File: src/rtl/foapf_pkg.sv
`default_nettype none
package foapf_pkg;

  localparam int SAMPLE_BITS = 24;
  localparam logic [31:0] PI_Q30 = 32'd3373259426;
  localparam int ANGLE_W = 34;
  localparam int FREQ_W = 21;
  localparam int RATE_W = 18;
  localparam int GAIN_W = 16;
  localparam int ALPHA_W = 24;
  localparam int QUO_W = 26;

  typedef enum logic [3:0] {
    ST_IDLE,
    ST_ANGLE,
    ST_CORDIC,
    ST_DIV_PREP,
    ST_DIV,
    ST_FB_MUL,
    ST_X_SAT,
    ST_Y_MUL,
    ST_Y_SAT,
    ST_OUT
  } state_t;

  typedef struct packed {
    logic load;
    logic angle_step;
    logic cordic_step;
    logic div_prep;
    logic div_step;
    logic fb_mul;
    logic x_sat;
    logic y_mul;
    logic y_sat;
  } cmd_t;

  typedef struct packed {
    logic angle_done;
    logic cordic_done;
    logic div_done;
  } status_t;

  function automatic logic [ANGLE_W-1:0] atan_q30(input logic [4:0] i);
    case (i)
      5'd0: atan_q30 = 34'd843314856;
      5'd1: atan_q30 = 34'd497837829;
      5'd2: atan_q30 = 34'd263043836;
      5'd3: atan_q30 = 34'd133525158;
      5'd4: atan_q30 = 34'd67021686;
      5'd5: atan_q30 = 34'd33543515;
      5'd6: atan_q30 = 34'd16775850;
      5'd7: atan_q30 = 34'd8388437;
      5'd8: atan_q30 = 34'd4194282;
      5'd9: atan_q30 = 34'd2097149;
      5'd10: atan_q30 = 34'd1048575;
      5'd11: atan_q30 = 34'd524287;
      5'd12: atan_q30 = 34'd262143;
      5'd13: atan_q30 = 34'd131071;
      5'd14: atan_q30 = 34'd65535;
      5'd15: atan_q30 = 34'd32767;
      5'd16: atan_q30 = 34'd16383;
      5'd17: atan_q30 = 34'd8191;
      5'd18: atan_q30 = 34'd4095;
      5'd19: atan_q30 = 34'd2047;
      5'd20: atan_q30 = 34'd1023;
      5'd21: atan_q30 = 34'd511;
      5'd22: atan_q30 = 34'd255;
      5'd23: atan_q30 = 34'd127;
      5'd24: atan_q30 = 34'd63;
      5'd25: atan_q30 = 34'd31;
      5'd26: atan_q30 = 34'd15;
      5'd27: atan_q30 = 34'd8;
      5'd28: atan_q30 = 34'd4;
      5'd29: atan_q30 = 34'd2;
      5'd30: atan_q30 = 34'd1;
      default: atan_q30 = 34'd0;
    endcase
  endfunction

endpackage
`default_nettype wire

File: src/rtl/foapf_ctrl.sv
`default_nettype none
module foapf_ctrl
  import foapf_pkg::*;
(
  input  wire logic    clk,
  input  wire logic    rst,
  input  wire logic    in_fire,
  input  wire logic    out_fire,
  input  wire status_t status,
  output cmd_t         cmd,
  output logic         busy,
  output logic         out_valid
);

  state_t state, state_next;

  always_ff @(posedge clk) begin
    if (rst) begin
      state <= ST_IDLE;
    end else begin
      state <= state_next;
    end
  end

  always_comb begin
    state_next = state;
    cmd = '0;
    busy = 1'b1;
    out_valid = 1'b0;
    case (state)
      ST_IDLE: begin
        busy = 1'b0;
        if (in_fire) begin
          cmd.load = 1'b1;
          state_next = ST_ANGLE;
        end
      end
      ST_ANGLE: begin
        cmd.angle_step = 1'b1;
        if (status.angle_done) state_next = ST_CORDIC;
      end
      ST_CORDIC: begin
        cmd.cordic_step = 1'b1;
        if (status.cordic_done) state_next = ST_DIV_PREP;
      end
      ST_DIV_PREP: begin
        cmd.div_prep = 1'b1;
        state_next = ST_DIV;
      end
      ST_DIV: begin
        cmd.div_step = 1'b1;
        if (status.div_done) state_next = ST_FB_MUL;
      end
      ST_FB_MUL: begin
        cmd.fb_mul = 1'b1;
        state_next = ST_X_SAT;
      end
      ST_X_SAT: begin
        cmd.x_sat = 1'b1;
        state_next = ST_Y_MUL;
      end
      ST_Y_MUL: begin
        cmd.y_mul = 1'b1;
        state_next = ST_Y_SAT;
      end
      ST_Y_SAT: begin
        cmd.y_sat = 1'b1;
        state_next = ST_OUT;
      end
      ST_OUT: begin
        out_valid = 1'b1;
        if (out_fire) state_next = ST_IDLE;
      end
      default: state_next = ST_IDLE;
    endcase
  end

endmodule
`default_nettype wire

File: config.mk
export PLATFORM = sky130hd
export DESIGN_NAME = foapf_ctrl
export DESIGN_NICKNAME = d
export VERILOG_FILES = /design/src/rtl/foapf_pkg.sv /design/src/rtl/foapf_ctrl.sv
export SDC_FILE = /design/constraint.sdc
export NUM_CORES = 1
export LEC_CHECK = 0
export ABC_AREA = 1
export BUFFER_PORTS_ARGS = -buffer_cell sky130_fd_sc_hd__buf_2
export CAP_MARGIN = 20
export CORE_AREA = 2 2 39 41
export DETAILED_ROUTE_END_ITERATION = 16
export DIE_AREA = 0 0 41 43
export MAX_ROUTING_LAYER = met4
export PLACE_DENSITY = 0.54
export SYNTH_ARGS = -nofsm -noshare
export SYNTH_HDL_FRONTEND = slang
export SYNTH_SLANG_ARGS = --single-unit
File: constraint.sdc
create_clock -name clk -period 1.7 [get_ports clk]
set_input_delay 0.17 -clock clk [delete_from_list [all_inputs] [get_ports clk]]
set_output_delay 0.17 -clock clk [all_outputs]
set_load 0.02 [all_outputs]
==> flow_summary.ini <==
[run_status]
outcome = finished, final reports clean

[setup_path]
critPathCaptureType = output pin
path_common_cell = nor2_1
cp.arrival_ps = 1290
crit_path_max_incr_delay_ps = 350
critPathLaunchType = flip-flop
required_ps = 1530
path_cells = nor2_1 -> inv_1 -> nor2_1 -> buf_2
cp_max_fo = 6
crit_type = flip-flop to output pin
crit_slowest_cell = dfxtp_1

[synthesis]
syn_area_sq_um = 345
synthDistinctLibCells = 16
syn-num-nets = 67
yosysSeqAreaShare = 0.232
synth.avg_cell_area_sq_um = 5.76
syn_inst = 60
yosys_warnings = 0
synth_seq_cells = 4

[grt]
grt_pass1_vias = 341
grt_max_degree = 8
grt-ovfl-total = 0
antenna_found_initial = 0
grt_pass1_wl_um = 1390
grt.total_usage = 0.121

[clock_tree]
cts-buffers-inserted = 3
cts_num_sinks = 4
cts_max_path_buffers = 2
cts.root.buffer_cell = clkbuf_4
cts_resized = 0
clkLatencyLatePin_ps = 230
htreeDepth = 1
cts.hold.buffers_added = 0
clk_pin_slew_ps = 40
cts_tree = done
cts_setup_buffers = 0

[placement]
portBuffers = 17
gp_congestion = 0.706
post-place-cells = 93
dpl.hpwl_um = 717

[floorplanning]
fp.dieW_um = 41
core_area_sq_mm = 0.00138
start_util = 0.250
die_area_sq_mm = 0.00176
die_h_um = 43
io_pins = 18
rows = 14

[timing]
setup_viol = 0
fin_crit_sh = 0.858
max_freq_mhz = 686
rsz0062_at_grt = no
skew_ps = 3.37
finalHoldViolCount = 0
tightest_slew_ps = 276
finalMaxSlewViolations = 0
min_period_ps = 1460
slew_headroom = 0.815
fin_setup_tns_ps = 0

[worst_hold_path]
hold_class = input pin to flip-flop

[route]
vias_per_cell = 4.16
first_iter_violations = 14
via_count = 399
route.detailed.drc = 0
ant_nets = 0
routed_wl_um = 866
wl_per_cell_um = 9.02
drt_first_pass_iters = 4

[cells_and_area]
reg_top3 = state (4)
diodes = 0
largest_register_ffs = 4
finalNetCount = 89
drive_gt1_frac = 0.375
stdcell_count = 96
top_register = state
syn2layout_area_growth_pct = 37.0

[power_and_ir_drop]
powerDensity_mw_per_mm2 = 1530
leakage_nw = 0.288
peakVddDrop_mv = 0.514

[flow_run]
maxCapViolations = 0
[critical path: cells and delay by family, from the launching register on]
family	cells	cell delay [ps]
buf+inv	2	320
simple gates	2	390
flops	1	350
[layout by cell type, fill, tap and decap left out]
master and count:
a21oi_1 2, buf_2 17, clkbuf_4 3, dfxtp_1 4, inv_1 12, inv_2 3, nand2_1 6, nand2_2 1
nand3_1 4, nand3_2 1, nand3b_1 2, nor2_1 14, nor2_2 3, nor2_4 1, nor3_1 4, nor3_2 1
o21a_1 1, o21ai_1 1
[layer usage]
metal,track usage,share of wire,up-vias
met2,0.156,0.46,11
met5,-,0,-
met4,0.100,0,0
li1,-,-,222
met1,0.160,0.48,166
met3,0.0157,0.057,0
[cell type report]
| class | count | area, sq um |
|---|---|---|
| Timing Repair Buffer | 17 | 85.1 |
| Inverter | 15 | 56.3 |
| Multi-Input combinational cell | 41 | 209 |
| Sequential cell | 4 | 80.1 |
| Clock buffer | 3 | 22.5 |
| Tap cell | 16 | 20.0 |
| Fill cell | 165 | 911 |
[cells by family after synthesis]
| kind of cell | Yosys count | share of synthesized area |
|---|---|---|
| simple gates | 37 | 0.540 |
| compound gates | 4 | 0.0652 |
| flops | 4 | 0.232 |
| buf+inv | 15 | 0.163 |
[power by group]
| part | switching [W] | leakage (nW) | internal [W] |
|---|---|---|---|
| combinational | 0.000297 | 0.242 | 0.000146 |
| clock | 0.0000342 | 0.0138 | 0.0000786 |
| sequential | 0.0000471 | 0.0327 | 0.000121 |
[worst paths after layout]
check	endpoint	depth (start not counted)	start	slack [ps]
worst max register to register	state[0]	7	state[0]	520
worst min register to register	state[0]	2	state[0]	600
worst min-delay path	state[1]	2	rst	140
worst max-delay path	cmd[5]	4	state[2]	240
[synthesized netlist by cell type]
master	instances	area (sq um)
a21oi_1	2	10.0
nor3_1	4	20.0
nand2_2	1	6.26
dfxtp_1	4	80.1
inv_1	12	45.0
nand2_1	6	22.5
o21a_1	1	7.51
inv_2	3	11.3
o21ai_1	1	5.00
nor2_1	14	52.6
nor3_2	1	10.0
nand3_2	1	10.0
nor2_4	1	11.3
nand3_1	4	20.0
nand3b_1	2	15.0
nor2_2	3	18.8
[metrics by stage]
stage | setup slack (ps) | total power (W) | utilization | hold slack, ps | area [sq um]
finish | 242 | 0.000724 | 0.342 | 140 | 473
global route | 71.3 | 0.000791 | 0.342 | 143 | 473
CTS | 216 | 0.000737 | 0.342 | 134 | 473
detailed placement | 475 | 0.000615 | 0.325 | 385 | 450
global placement | 468 | 0.000615 | 0.325 | 379 | 450
floorplan | 423 | 0.000497 | - | 239 | 345
(Power assumes the default switching activity.)
